--- src/rtl/spp_pkg.sv ---
// Shared constants, register codes and stage payload types for the servo PID block.
// Used by every module and by both channel interfaces; depends on nothing.
package spp_pkg;

  localparam int COORD_BITS = 10;
  localparam int SUM_BITS = 24;

  localparam int GAIN_BITS = 16;
  localparam int GAIN_S_BITS = GAIN_BITS + 7;
  localparam int CFG_DATA_BITS = (COORD_BITS > GAIN_BITS) ? COORD_BITS : GAIN_BITS;
  localparam int CFG_INDEX_BITS = 2;

  localparam int ERR_BITS = COORD_BITS + 1;
  localparam int DIFF_BITS = COORD_BITS + 2;
  localparam int ACC_BITS = ((SUM_BITS > ERR_BITS) ? SUM_BITS : ERR_BITS) + 1;

  localparam int P_E_BITS = GAIN_S_BITS + ERR_BITS;
  localparam int P_I_BITS = GAIN_S_BITS + SUM_BITS;
  localparam int P_D_BITS = GAIN_BITS + DIFF_BITS;
  localparam int T_BITS = ((P_I_BITS > P_E_BITS) ? P_I_BITS : P_E_BITS) + 2;

  localparam int TENTH_SCALE = 256000;
  localparam int QUOT_SHIFT = 11;
  localparam int QIN_BITS = 16;
  localparam int RECIP_BITS = 17;
  localparam int RECIP_SHIFT = 23;
  localparam int Q_BITS = 10;
  localparam int DUTY_BITS = 10;
  localparam int CMP_BITS = 19;
  localparam int CMP_SHIFT = 7;

  localparam logic signed [GAIN_S_BITS-1:0] GAIN_SCALE = GAIN_S_BITS'(100);
  localparam logic [COORD_BITS-1:0] REFERENCE_RESET = COORD_BITS'(240);
  localparam logic signed [GAIN_S_BITS-1:0] KP_SCALED_RESET = GAIN_S_BITS'(25600);

  localparam logic signed [T_BITS-1:0] T_ZERO = '0;
  localparam logic signed [T_BITS-1:0] T_POS_MAX = T_BITS'(278 * TENTH_SCALE);
  localparam logic signed [T_BITS-1:0] T_POS_MIN = T_BITS'(5 * TENTH_SCALE);
  localparam logic signed [T_BITS-1:0] T_NEG_DEAD = T_BITS'(-TENTH_SCALE);
  localparam logic signed [T_BITS-1:0] T_NEG_MIN = T_BITS'(-278 * TENTH_SCALE);
  localparam logic signed [T_BITS-1:0] T_CEIL_BIAS = T_BITS'(TENTH_SCALE - 1);

  localparam logic [RECIP_BITS-1:0] RECIP_125 = RECIP_BITS'(67109);

  localparam logic [DUTY_BITS-1:0] DUTY_MAX = DUTY_BITS'(1000);
  localparam logic [DUTY_BITS-1:0] DUTY_DEAD_POS = DUTY_BITS'(720);
  localparam logic [DUTY_BITS-1:0] DUTY_BASE_POS = DUTY_BITS'(722);
  localparam logic [DUTY_BITS-1:0] DUTY_BASE_NEG = DUTY_BITS'(671);
  localparam logic [DUTY_BITS-1:0] DUTY_DEAD_NEG = DUTY_BITS'(672);
  localparam logic [DUTY_BITS-1:0] DUTY_MIN = DUTY_BITS'(393);
  localparam logic [CMP_BITS-1:0] CMP_OFFSET = CMP_BITS'(128);

  typedef enum logic [CFG_INDEX_BITS-1:0] {
    REG_REFERENCE,
    REG_GAIN_P,
    REG_GAIN_I,
    REG_GAIN_D
  } reg_index_t;

  typedef struct packed {
    logic [COORD_BITS-1:0] reference;
    logic signed [GAIN_S_BITS-1:0] kp_scaled;
    logic signed [GAIN_S_BITS-1:0] ki_scaled;
    logic signed [GAIN_BITS-1:0] kd;
  } cfg_t;

  typedef struct packed {
    logic signed [ERR_BITS-1:0] err;
    logic signed [DIFF_BITS-1:0] diff;
    logic signed [SUM_BITS-1:0] sum;
  } err_t;

  typedef struct packed {
    logic dir;
    logic fixed;
    logic [DUTY_BITS-1:0] fixed_duty;
    logic [QIN_BITS-1:0] quot_in;
  } map_t;

  typedef struct packed {
    logic direction;
    logic [DUTY_BITS-1:0] duty_value;
    logic [CMP_BITS-1:0] compare_word;
  } res_t;

endpackage

--- src/rtl/spp_sample_if.sv ---
// Valid/ready channel that carries one coordinate request into the block.
// Depends on spp_pkg for the coordinate width.
interface spp_sample_if;
  logic valid;
  logic ready;
  logic [spp_pkg::COORD_BITS-1:0] coordinate;

  modport source(output valid, output coordinate, input ready);
  modport sink(input valid, input coordinate, output ready);
endinterface

--- src/rtl/spp_result_if.sv ---
// Valid/ready channel that carries one duty result request out of the block.
// Depends on spp_pkg for the field widths.
interface spp_result_if;
  logic valid;
  logic ready;
  logic direction;
  logic [spp_pkg::DUTY_BITS-1:0] duty_value;
  logic [spp_pkg::CMP_BITS-1:0] compare_word;

  modport source(output valid, output direction, output duty_value, output compare_word,
                 input ready);
  modport sink(input valid, input direction, input duty_value, input compare_word,
               output ready);
endinterface

--- src/rtl/spp_cfg.sv ---
// Configuration register file: reference position and gains, the P and I gains
// stored premultiplied by 100. Depends on spp_pkg.
module spp_cfg (
  input  logic                                clk,
  input  logic                                rst,
  input  logic                                wr_en,
  input  logic [spp_pkg::CFG_INDEX_BITS-1:0]  wr_index,
  input  logic [spp_pkg::CFG_DATA_BITS-1:0]   wr_data,
  output spp_pkg::cfg_t                       cfg
);

  logic signed [spp_pkg::GAIN_S_BITS-1:0] gain_ext;
  logic signed [spp_pkg::GAIN_S_BITS-1:0] gain_scaled;

  assign gain_ext = spp_pkg::GAIN_S_BITS'($signed(wr_data[spp_pkg::GAIN_BITS-1:0]));
  assign gain_scaled = gain_ext * spp_pkg::GAIN_SCALE;

  always_ff @(posedge clk) begin
    if (rst) begin
      cfg.reference <= spp_pkg::REFERENCE_RESET;
      cfg.kp_scaled <= spp_pkg::KP_SCALED_RESET;
      cfg.ki_scaled <= '0;
      cfg.kd <= '0;
    end else if (wr_en) begin
      unique case (spp_pkg::reg_index_t'(wr_index))
        spp_pkg::REG_REFERENCE: cfg.reference <= wr_data[spp_pkg::COORD_BITS-1:0];
        spp_pkg::REG_GAIN_P: cfg.kp_scaled <= gain_scaled;
        spp_pkg::REG_GAIN_I: cfg.ki_scaled <= gain_scaled;
        spp_pkg::REG_GAIN_D: cfg.kd <= $signed(wr_data[spp_pkg::GAIN_BITS-1:0]);
        default: ;
      endcase
    end
  end

endmodule

--- src/rtl/spp_error.sv ---
// Error stage: forms the error and its difference, keeps the previous error and
// the saturating error sum, and registers them. Depends on spp_pkg.
module spp_error (
  input  logic                            clk,
  input  logic                            rst,
  input  logic                            load,
  input  logic [spp_pkg::COORD_BITS-1:0]  coordinate,
  input  logic [spp_pkg::COORD_BITS-1:0]  reference,
  output spp_pkg::err_t                   stage
);

  logic signed [spp_pkg::ERR_BITS-1:0] prev_err;
  logic signed [spp_pkg::SUM_BITS-1:0] err_sum;
  logic signed [spp_pkg::SUM_BITS-1:0] err_sum_next;
  logic signed [spp_pkg::ERR_BITS-1:0] err;
  logic signed [spp_pkg::DIFF_BITS-1:0] diff;
  logic signed [spp_pkg::ACC_BITS-1:0] acc;
  logic [spp_pkg::ACC_BITS-spp_pkg::SUM_BITS:0] acc_top;

  always_comb begin
    err = $signed({1'b0, coordinate}) - $signed({1'b0, reference});
    diff = spp_pkg::DIFF_BITS'(err) - spp_pkg::DIFF_BITS'(prev_err);
    acc = spp_pkg::ACC_BITS'(err_sum) + spp_pkg::ACC_BITS'(err);
    acc_top = acc[spp_pkg::ACC_BITS-1:spp_pkg::SUM_BITS-1];
    if ((&acc_top) || !(|acc_top)) begin
      err_sum_next = acc[spp_pkg::SUM_BITS-1:0];
    end else begin
      err_sum_next = {acc[spp_pkg::ACC_BITS-1], {(spp_pkg::SUM_BITS-1){~acc[spp_pkg::ACC_BITS-1]}}};
    end
  end

  always_ff @(posedge clk) begin
    if (rst) begin
      prev_err <= '0;
      err_sum <= '0;
    end else if (load) begin
      prev_err <= err;
      err_sum <= err_sum_next;
    end
  end

  always_ff @(posedge clk) begin
    if (load) begin
      stage.err <= err;
      stage.diff <= diff;
      stage.sum <= err_sum_next;
    end
  end

endmodule

--- src/rtl/spp_gain.sv ---
// Gain stages: three registered products, then their registered sum, which is
// 25600 times the PID value. Depends on spp_pkg.
module spp_gain (
  input  logic                               clk,
  input  logic [1:0]                         load,
  input  spp_pkg::cfg_t                      cfg,
  input  spp_pkg::err_t                      stage,
  output logic signed [spp_pkg::T_BITS-1:0]  total
);

  logic signed [spp_pkg::P_E_BITS-1:0] prod_e;
  logic signed [spp_pkg::P_I_BITS-1:0] prod_i;
  logic signed [spp_pkg::P_D_BITS-1:0] prod_d;
  logic signed [spp_pkg::P_E_BITS-1:0] prod_e_next;
  logic signed [spp_pkg::P_I_BITS-1:0] prod_i_next;
  logic signed [spp_pkg::P_D_BITS-1:0] prod_d_next;
  logic signed [spp_pkg::T_BITS-1:0] total_next;

  assign prod_e_next = cfg.kp_scaled * stage.err;
  assign prod_i_next = cfg.ki_scaled * stage.sum;
  assign prod_d_next = cfg.kd * stage.diff;
  assign total_next = spp_pkg::T_BITS'(prod_e) + spp_pkg::T_BITS'(prod_i)
                    + (spp_pkg::T_BITS'(prod_d) <<< 1);

  always_ff @(posedge clk) begin
    if (load[0]) begin
      prod_e <= prod_e_next;
      prod_i <= prod_i_next;
      prod_d <= prod_d_next;
    end
    if (load[1]) begin
      total <= total_next;
    end
  end

endmodule

--- src/rtl/spp_duty.sv ---
// Duty stages: direction, clamp decision and divider operand, then the divide by
// 256000 through a reciprocal multiply, the duty and the compare word. Depends on spp_pkg.
module spp_duty (
  input  logic                               clk,
  input  logic [1:0]                         load,
  input  logic signed [spp_pkg::T_BITS-1:0]  total,
  output spp_pkg::res_t                      res
);

  spp_pkg::map_t map;
  spp_pkg::map_t map_next;
  logic signed [spp_pkg::T_BITS-1:0] div_src;
  logic [spp_pkg::QIN_BITS+spp_pkg::RECIP_BITS-1:0] prod;
  logic [spp_pkg::Q_BITS-1:0] quot;
  logic [spp_pkg::DUTY_BITS-1:0] duty;
  logic [spp_pkg::DUTY_BITS+2:0] duty_x5;
  logic [spp_pkg::DUTY_BITS+1:0] ticks;

  always_comb begin
    map_next.dir = total > spp_pkg::T_ZERO;
    map_next.fixed = 1'b0;
    map_next.fixed_duty = spp_pkg::DUTY_MAX;
    if (map_next.dir) begin
      if (total > spp_pkg::T_POS_MAX) begin
        map_next.fixed = 1'b1;
        map_next.fixed_duty = spp_pkg::DUTY_MAX;
      end else if (total < spp_pkg::T_POS_MIN) begin
        map_next.fixed = 1'b1;
        map_next.fixed_duty = spp_pkg::DUTY_DEAD_POS;
      end
      div_src = total;
    end else begin
      if (total > spp_pkg::T_NEG_DEAD) begin
        map_next.fixed = 1'b1;
        map_next.fixed_duty = spp_pkg::DUTY_DEAD_NEG;
      end else if (total < spp_pkg::T_NEG_MIN) begin
        map_next.fixed = 1'b1;
        map_next.fixed_duty = spp_pkg::DUTY_MIN;
      end
      div_src = spp_pkg::T_CEIL_BIAS - total;
    end
    map_next.quot_in = div_src[spp_pkg::QUOT_SHIFT+spp_pkg::QIN_BITS-1:spp_pkg::QUOT_SHIFT];
  end

  always_comb begin
    prod = map.quot_in * spp_pkg::RECIP_125;
    quot = prod[spp_pkg::RECIP_SHIFT+spp_pkg::Q_BITS-1:spp_pkg::RECIP_SHIFT];
    if (map.fixed) begin
      duty = map.fixed_duty;
    end else if (map.dir) begin
      duty = spp_pkg::DUTY_BASE_POS + quot;
    end else begin
      duty = spp_pkg::DUTY_BASE_NEG - quot;
    end
    duty_x5 = {1'b0, duty, 2'b00} + {3'b000, duty};
    ticks = duty_x5[spp_pkg::DUTY_BITS+2:1];
  end

  always_ff @(posedge clk) begin
    if (load[0]) begin
      map <= map_next;
    end
    if (load[1]) begin
      res.direction <= map.dir;
      res.duty_value <= duty;
      res.compare_word <= {ticks, {spp_pkg::CMP_SHIFT{1'b0}}} + spp_pkg::CMP_OFFSET;
    end
  end

endmodule

--- src/rtl/servo_pid_pwm_step.sv ---
// Top level of the servo axis PID controller with duty and timer compare mapping.
// Depends on spp_pkg, spp_sample_if, spp_result_if, spp_cfg, spp_error, spp_gain, spp_duty.
//
// Usage: each request on the sample channel carries one measured coordinate; for
// each one, exactly one request leaves on the result channel with the direction,
// the clamped duty and the timer compare word, in order. Both channels use
// valid/ready and move a request at a clock edge where both are high.
// The gains and the reference are set through the write port (wr_en, wr_index,
// wr_data) while no request is in flight; a write takes effect for the next sample.
// Throughput: one sample per cycle while the result channel is ready; the five-register
// pipeline (error, products, sum, clamp decision, result) has each register doing one step.
// Each stage keeps its request when the next one is full, so a stalled receiver
// only blocks the input once all five stages hold a request; bubbles fill up first.
// Reset (rst, synchronous) empties the pipeline, clears the previous error and the
// error sum, and loads reference 240, proportional gain 1.0 and zero I and D gains.
module servo_pid_pwm_step (
  input  logic                                clk,
  input  logic                                rst,
  input  logic                                wr_en,
  input  logic [spp_pkg::CFG_INDEX_BITS-1:0]  wr_index,
  input  logic [spp_pkg::CFG_DATA_BITS-1:0]   wr_data,
  spp_sample_if.sink                          sample,
  spp_result_if.source                        result
);

  spp_pkg::cfg_t cfg;
  spp_pkg::err_t err_stage;
  spp_pkg::res_t res;
  logic signed [spp_pkg::T_BITS-1:0] total;

  logic [5:1] stage_valid;
  logic [5:1] stage_valid_next;
  logic [6:1] free;
  logic [5:1] load;

  always_comb begin
    free[6] = result.ready;
    for (int k = 5; k >= 1; k--) begin
      free[k] = !stage_valid[k] || free[k+1];
    end
    load[1] = sample.valid && free[1];
    stage_valid_next[1] = free[1] ? sample.valid : stage_valid[1];
    for (int k = 2; k <= 5; k++) begin
      load[k] = stage_valid[k-1] && free[k];
      stage_valid_next[k] = free[k] ? stage_valid[k-1] : stage_valid[k];
    end
  end

  always_ff @(posedge clk) begin
    if (rst) begin
      stage_valid <= '0;
    end else begin
      stage_valid <= stage_valid_next;
    end
  end

  spp_cfg u_cfg (
    .clk      (clk),
    .rst      (rst),
    .wr_en    (wr_en),
    .wr_index (wr_index),
    .wr_data  (wr_data),
    .cfg      (cfg)
  );

  spp_error u_error (
    .clk        (clk),
    .rst        (rst),
    .load       (load[1]),
    .coordinate (sample.coordinate),
    .reference  (cfg.reference),
    .stage      (err_stage)
  );

  spp_gain u_gain (
    .clk   (clk),
    .load  (load[3:2]),
    .cfg   (cfg),
    .stage (err_stage),
    .total (total)
  );

  spp_duty u_duty (
    .clk   (clk),
    .load  (load[5:4]),
    .total (total),
    .res   (res)
  );

  assign sample.ready = free[1];
  assign result.valid = stage_valid[5];
  assign result.direction = res.direction;
  assign result.duty_value = res.duty_value;
  assign result.compare_word = res.compare_word;

  a_ready_with_room: assert property (@(posedge clk) disable iff (rst)
    !(&stage_valid) |-> sample.ready)
    else $error("sample not taken although a pipeline stage is empty");

  a_positive_duty_range: assert property (@(posedge clk) disable iff (rst)
    result.valid && result.direction |->
      result.duty_value >= spp_pkg::DUTY_DEAD_POS && result.duty_value <= spp_pkg::DUTY_MAX)
    else $error("duty outside the positive range");

  a_negative_duty_range: assert property (@(posedge clk) disable iff (rst)
    result.valid && !result.direction |->
      result.duty_value >= spp_pkg::DUTY_MIN && result.duty_value <= spp_pkg::DUTY_DEAD_NEG)
    else $error("duty outside the negative range");

  a_reset_empties: assert property (@(posedge clk)
    rst |=> !result.valid && stage_valid == '0)
    else $error("pipeline not empty after reset");

endmodule

--- src/flat_wrapper.sv ---
// flat-port wrapper written by rule: the top's interface ports become plain ports
module servo_pid_pwm_step_flat 
  (clk, rst, wr_en, wr_index, wr_data, sample_valid, sample_coordinate, sample_ready, result_valid, result_direction, result_duty_value, result_compare_word, result_ready);
  spp_sample_if sample_i ();
  spp_result_if result_i ();
  input  logic clk;
  input  logic rst;
  input  logic wr_en;
  input  logic [spp_pkg::CFG_INDEX_BITS-1:0] wr_index;
  input  logic [spp_pkg::CFG_DATA_BITS-1:0] wr_data;
  input wire logic [$bits(sample_i.valid)-1:0] sample_valid;
  input wire logic [$bits(sample_i.coordinate)-1:0] sample_coordinate;
  output wire logic [$bits(sample_i.ready)-1:0] sample_ready;
  output wire logic [$bits(result_i.valid)-1:0] result_valid;
  output wire logic [$bits(result_i.direction)-1:0] result_direction;
  output wire logic [$bits(result_i.duty_value)-1:0] result_duty_value;
  output wire logic [$bits(result_i.compare_word)-1:0] result_compare_word;
  input wire logic [$bits(result_i.ready)-1:0] result_ready;
  assign sample_i.valid = sample_valid;
  assign sample_i.coordinate = sample_coordinate;
  assign sample_ready = sample_i.ready;
  assign result_valid = result_i.valid;
  assign result_direction = result_i.direction;
  assign result_duty_value = result_i.duty_value;
  assign result_compare_word = result_i.compare_word;
  assign result_i.ready = result_ready;
  servo_pid_pwm_step u_core (.clk(clk), .rst(rst), .wr_en(wr_en), .wr_index(wr_index), .wr_data(wr_data), .sample(sample_i), .result(result_i));
endmodule
--- config.mk ---
export PLATFORM = sky130hd
export DESIGN_NAME = servo_pid_pwm_step_flat
export DESIGN_NICKNAME = d
export VERILOG_FILES = /design/src/rtl/spp_pkg.sv /design/src/rtl/spp_sample_if.sv /design/src/rtl/spp_result_if.sv /design/src/rtl/spp_cfg.sv /design/src/rtl/spp_error.sv /design/src/rtl/spp_gain.sv /design/src/rtl/spp_duty.sv /design/src/rtl/servo_pid_pwm_step.sv /design/src/flat_wrapper.sv
export SDC_FILE = /design/constraint.sdc
export NUM_CORES = 2
export LEC_CHECK = 0
export ABC_AREA = 1
export BUFFER_PORTS_ARGS = -buffer_cell sky130_fd_sc_hd__buf_2
export CAP_MARGIN = 10
export CORE_AREA = 2 2 479 481
export CTS_BUF_LIST = sky130_fd_sc_hd__clkbuf_8 sky130_fd_sc_hd__clkbuf_16
export DETAILED_ROUTE_END_ITERATION = 10
export DIE_AREA = 0 0 481 483
export GPL_ROUTABILITY_DRIVEN = 0
export GPL_TIMING_DRIVEN = 0
export PLACE_DENSITY = 0.4
export SLEW_MARGIN = 20
export SYNTH_ARGS = -nofsm -noshare
export SYNTH_HDL_FRONTEND = slang
export SYNTH_SLANG_ARGS = --single-unit
--- constraint.sdc ---
create_clock -name clk -period 14.66 [get_ports clk]
set_clock_uncertainty 0.1 [all_clocks]
set_input_delay 1.466 -clock clk [delete_from_list [all_inputs] [get_ports clk]]
set_output_delay 1.466 -clock clk [all_outputs]
set_load 0.01 [all_outputs]
==> results by group <==
Final layout
  – Filler Cell Count: 24747
  – Share of final-layout standard cells stronger than drive strength 1: 0.0374
  – Post-layout instance area: 62400 um2
  – Layout overhead on the synthesized area: 10.5%
  – Final layout net count: 8206

STA
  – Setup TNS: 0 ps
  – Hold violation count in the final report: 0
  – Remaining max-slew budget at the tightest pin: 0.273
  – Tmin final: 8010 ps
  – Worst hold slack: 326 ps
  – Measured slew at the worst slew-check pin: 1090 ps
  – Part of the cycle the worst path needs: 0.546
  – Unrepaired setup endpoints after global routing: no
  – Achievable frequency: 0.125 GHz
  – Final setup vio count: 0
  – Fin. max-slew vios: 0

Clocking
  – Total setup buffers inserted after CTS: 0
  – CTS tree: done
  – Root Buffer: clkbuf_16
  – H-Tree Depth: 2
  – Number of buffers created by CTS: 47
  – Clock latency on the worst-skew pair: 640 ps
  – Resize count post-CTS: 0
  – Number of sinks handled by clock tree synthesis: 355
  – Hold buffer count at cts: 0
  – Maximum count of clock buffers along a single path: 3
  – Clock edge transition at the registers on the reported setup and hold paths: 60 ps

Drt
  – DR vias: 40596
  – Count of antenna-violating nets left after detailed routing: 0
  – Routed length per instance: 17.4 um
  – First-pass iteration count of the detailed router: 5
  – Number of violations reported at the end of detailed-routing iteration 0: 2157
  – DRC violation count after routing: 0
  – Routed Wire Length: 168000 um
  – Via density per instance: 4.19

Logic synthesis
  – Seq/Total Area, Yosys: 0.170
  – Top area cells in the synthesized netlist: fa_1 36%, edfxtp_1 13%, ha_1 12%
  – Share of synthesized area spent on multiplexers: 0.000177
  – Mean instance size in the synthesized netlist: 8.66 um2
  – Main combinational cell family by area after synthesis: adder cells
  – Fraction of the mapped netlist area in adder cells: 0.472
  – Async set-reset flop share out of synthesis: 0
  – Number of synthesized flops with an enable pin: 247
  – Cell variety after synth: 56
  – Fraction of the mapped netlist area in simple logic gates: 0.133
  – Xor and xnor fraction of the mapped netlist area: 0.0385
  – Cell type with the highest aggregate area in the netlist: fa_1
  – Gate Count Post-Synth: 6524
  – Number of synthesis warnings: 0
  – Prevailing post-synth register cell: edfxtp_1
  – Top cell type's share of synthesized area: 0.356
  – Yosys reg bits: 355
  – Cell area after synthesis: 56500 um2
  – Compound-cell area share of the yosys netlist: 0.0582

Die
  – Count of boundary I/O pins: 65
  – Die extent in x: 481 um
  – Cell Rows: 175
  – Floorplan die area: 232000 um2
  – Core Region: 227000 um2
  – Height of the chip: 483 um
  – Initial Utilization: 0.249

Global route
  – Global-route layer with the greatest usage: met2
  – GRT met2 Usage: 0.245
  – Global-route wire length before repair: 264000 um
  – Met3 routing resource usage after global routing: 0.0143
  – Maximum number of pins on one net before global-route repair: 47
  – Met1 usage in global routing: 0.210
  – Initial antenna violation count: 10
  – Total global routing overflow: 0
  – Number of global-route vias before repair: 44070
  – Total GRT Usage: 0.148

Place
  – Post-Place Cell Area: 60800 um2
  – Detailed placer's ending HPWL: 146000 um
  – Count of buffers from port buffering: 56

Setup path
  – Crit path required time: 15010 ps
  – Startpoint class of the critical path: register
  – Element type at the critical path end: register
  – CP max FO: 10
  – Worst setup path class: register to register
  – Data arrival time of the critical path: 8360 ps

Status
  – Outcome: completed

Pwr
  – Cell area power density: 226 nW/um2
  – Worst VDD drop: 0.148 mV
  – Leak: 31.8 nW

Min path
  – Type of the most critical hold path: register to register

Run
  – Max-cap viol count: 0
-- cell usage in the layout (no fill, tap or decap), types with 29 or more instances in the layout --
cell and n:
nand2_1 1335, o21ai_1 43, nand4_1 29, dfxtp_1 108, inv_1 1686, nand2_2 30, clkbuf_1 222, nor2_1 307
or2_2 34, ha_1 524, clkbuf_16 48, a21oi_1 293, xor2_1 168, fa_1 1004, nand3_1 84, edfxtp_1 247
xnor2_1 78, buf_2 59, o21ai_0 152
-- logic make-up (layout without fill, tap and decap cells) --
logic type	count (synthesis)	in the layout
simple gates	1875	1875
other cells	1	8
flops	355	355
fa+ha+maj	1529	1529
xor+xnor	248	248
mux	1	1
buf+inv	1920	2072
compound gates	595	595
-- path summary, 6_finish.rpt --
kind / start / end / slack, ps / cells past startpoint
hold / removal: u_core.u_gain.prod_d[0] / u_core.u_gain.total[1] / 330 / 0
setup reg to reg: u_core.u_cfg.cfg[29] / u_core.u_gain.prod_i[46] / 6650 / 26
setup / recovery: u_core.u_cfg.cfg[29] / u_core.u_gain.prod_i[46] / 6650 / 26
hold reg to reg: u_core.u_gain.prod_d[0] / u_core.u_gain.total[1] / 330 / 0
-- per-layer routing --
layer	share of wire	vias up
met5	0.00015	-
met4	0.015	4
met3	0.033	118
met2	0.46	590
met1	0.49	20212
li1	-	19672
-- layout make-up --
type | count | area [um2] | area share
buffer | 238 | 947 | 0.0152
clock inverter | 39 | 412 | 0.00660
tap | 3009 | 3760 | 0.0603
sequential | 355 | 9580 | 0.154
antenna | 1 | 2.50 | 0.0000401
inverter | 1682 | 6310 | 0.101
clock buffer | 48 | 1200 | 0.0192
multi-input combinational | 4255 | 39700 | 0.636
timing repair buffer | 65 | 477 | 0.00764
-- cell usage after synthesis, types with 4 or more instances --
library cell and number:
nor3_1 23, nand2_1 1335, o21bai_1 15, nor4_1 11, nor2_1 311, o211ai_1 13, o21a_1 14, xnor2_1 78
o31ai_1 5, nand3_2 4, or2_2 34, nand3_1 84, a21oi_1 293, a211oi_1 5, o21ai_1 43, nand3b_1 6
inv_1 1682, a31oi_1 20, edfxtp_1 247, xor2_1 170, nand2_2 30, a21o_1 5, buf_4 8, ha_1 525
clkbuf_1 224, o21ai_0 152, o221ai_1 4, dfxtp_1 108, fa_1 1004, nand4_1 29, a21boi_2 4
-- state kept, by name, indices dropped and copies added, names as in the netlist --
name	cells
u_core.stage_valid	5
u_core.u_error.err_sum	24
u_core.u_duty.res	23
u_core.u_error.stage	47
u_core.u_gain.total	48
u_core.u_gain.prod_d	28
u_core.u_gain.prod_i	45
u_core.u_gain.prod_e	32
u_core.u_duty.map	24
u_core.u_cfg.cfg	68
u_core.u_error.prev_err	11
-- stage by stage --
stage	worst slack, ps	power [mW]	instances	util
6_report	6650	14.1	9692	0.275
5_1_grt	6120	15.7	9692	0.275
4_1_cts	6580	14.4	9691	0.275
3_5_place_dp	6540	13.0	9604	0.268
3_3_place_gp	5260	13.0	9595	0.267
2_1_floorplan	7760	9.47	6530	-
-- worst max-delay path: stages (launching register included) --
cell and delay (ps):
dfxtp_1 300, clkbuf_1 490, clkbuf_1 710, nand2_1 140, fa_1 530, inv_1 50
fa_1 490, inv_1 60, fa_1 490, fa_1 520, fa_1 530, inv_1 50
fa_1 550, inv_1 70, fa_1 470, inv_1 40, ha_1 340, a21oi_1 210
o21a_1 140, nand2_1 80, a21o_1 210, a21boi_2 210, o21ai_1 140, a21oi_1 280
o21ai_1 170, a21oi_1 190, xor2_1 270
-- power by group --
group / switching, mW / internal, mW
registers: 0.249 / 1.83
logic: 6.97 / 3.84
clock network: 0.492 / 0.710
total: 7.72 / 6.38
Power figures use the tool's default switching activity.
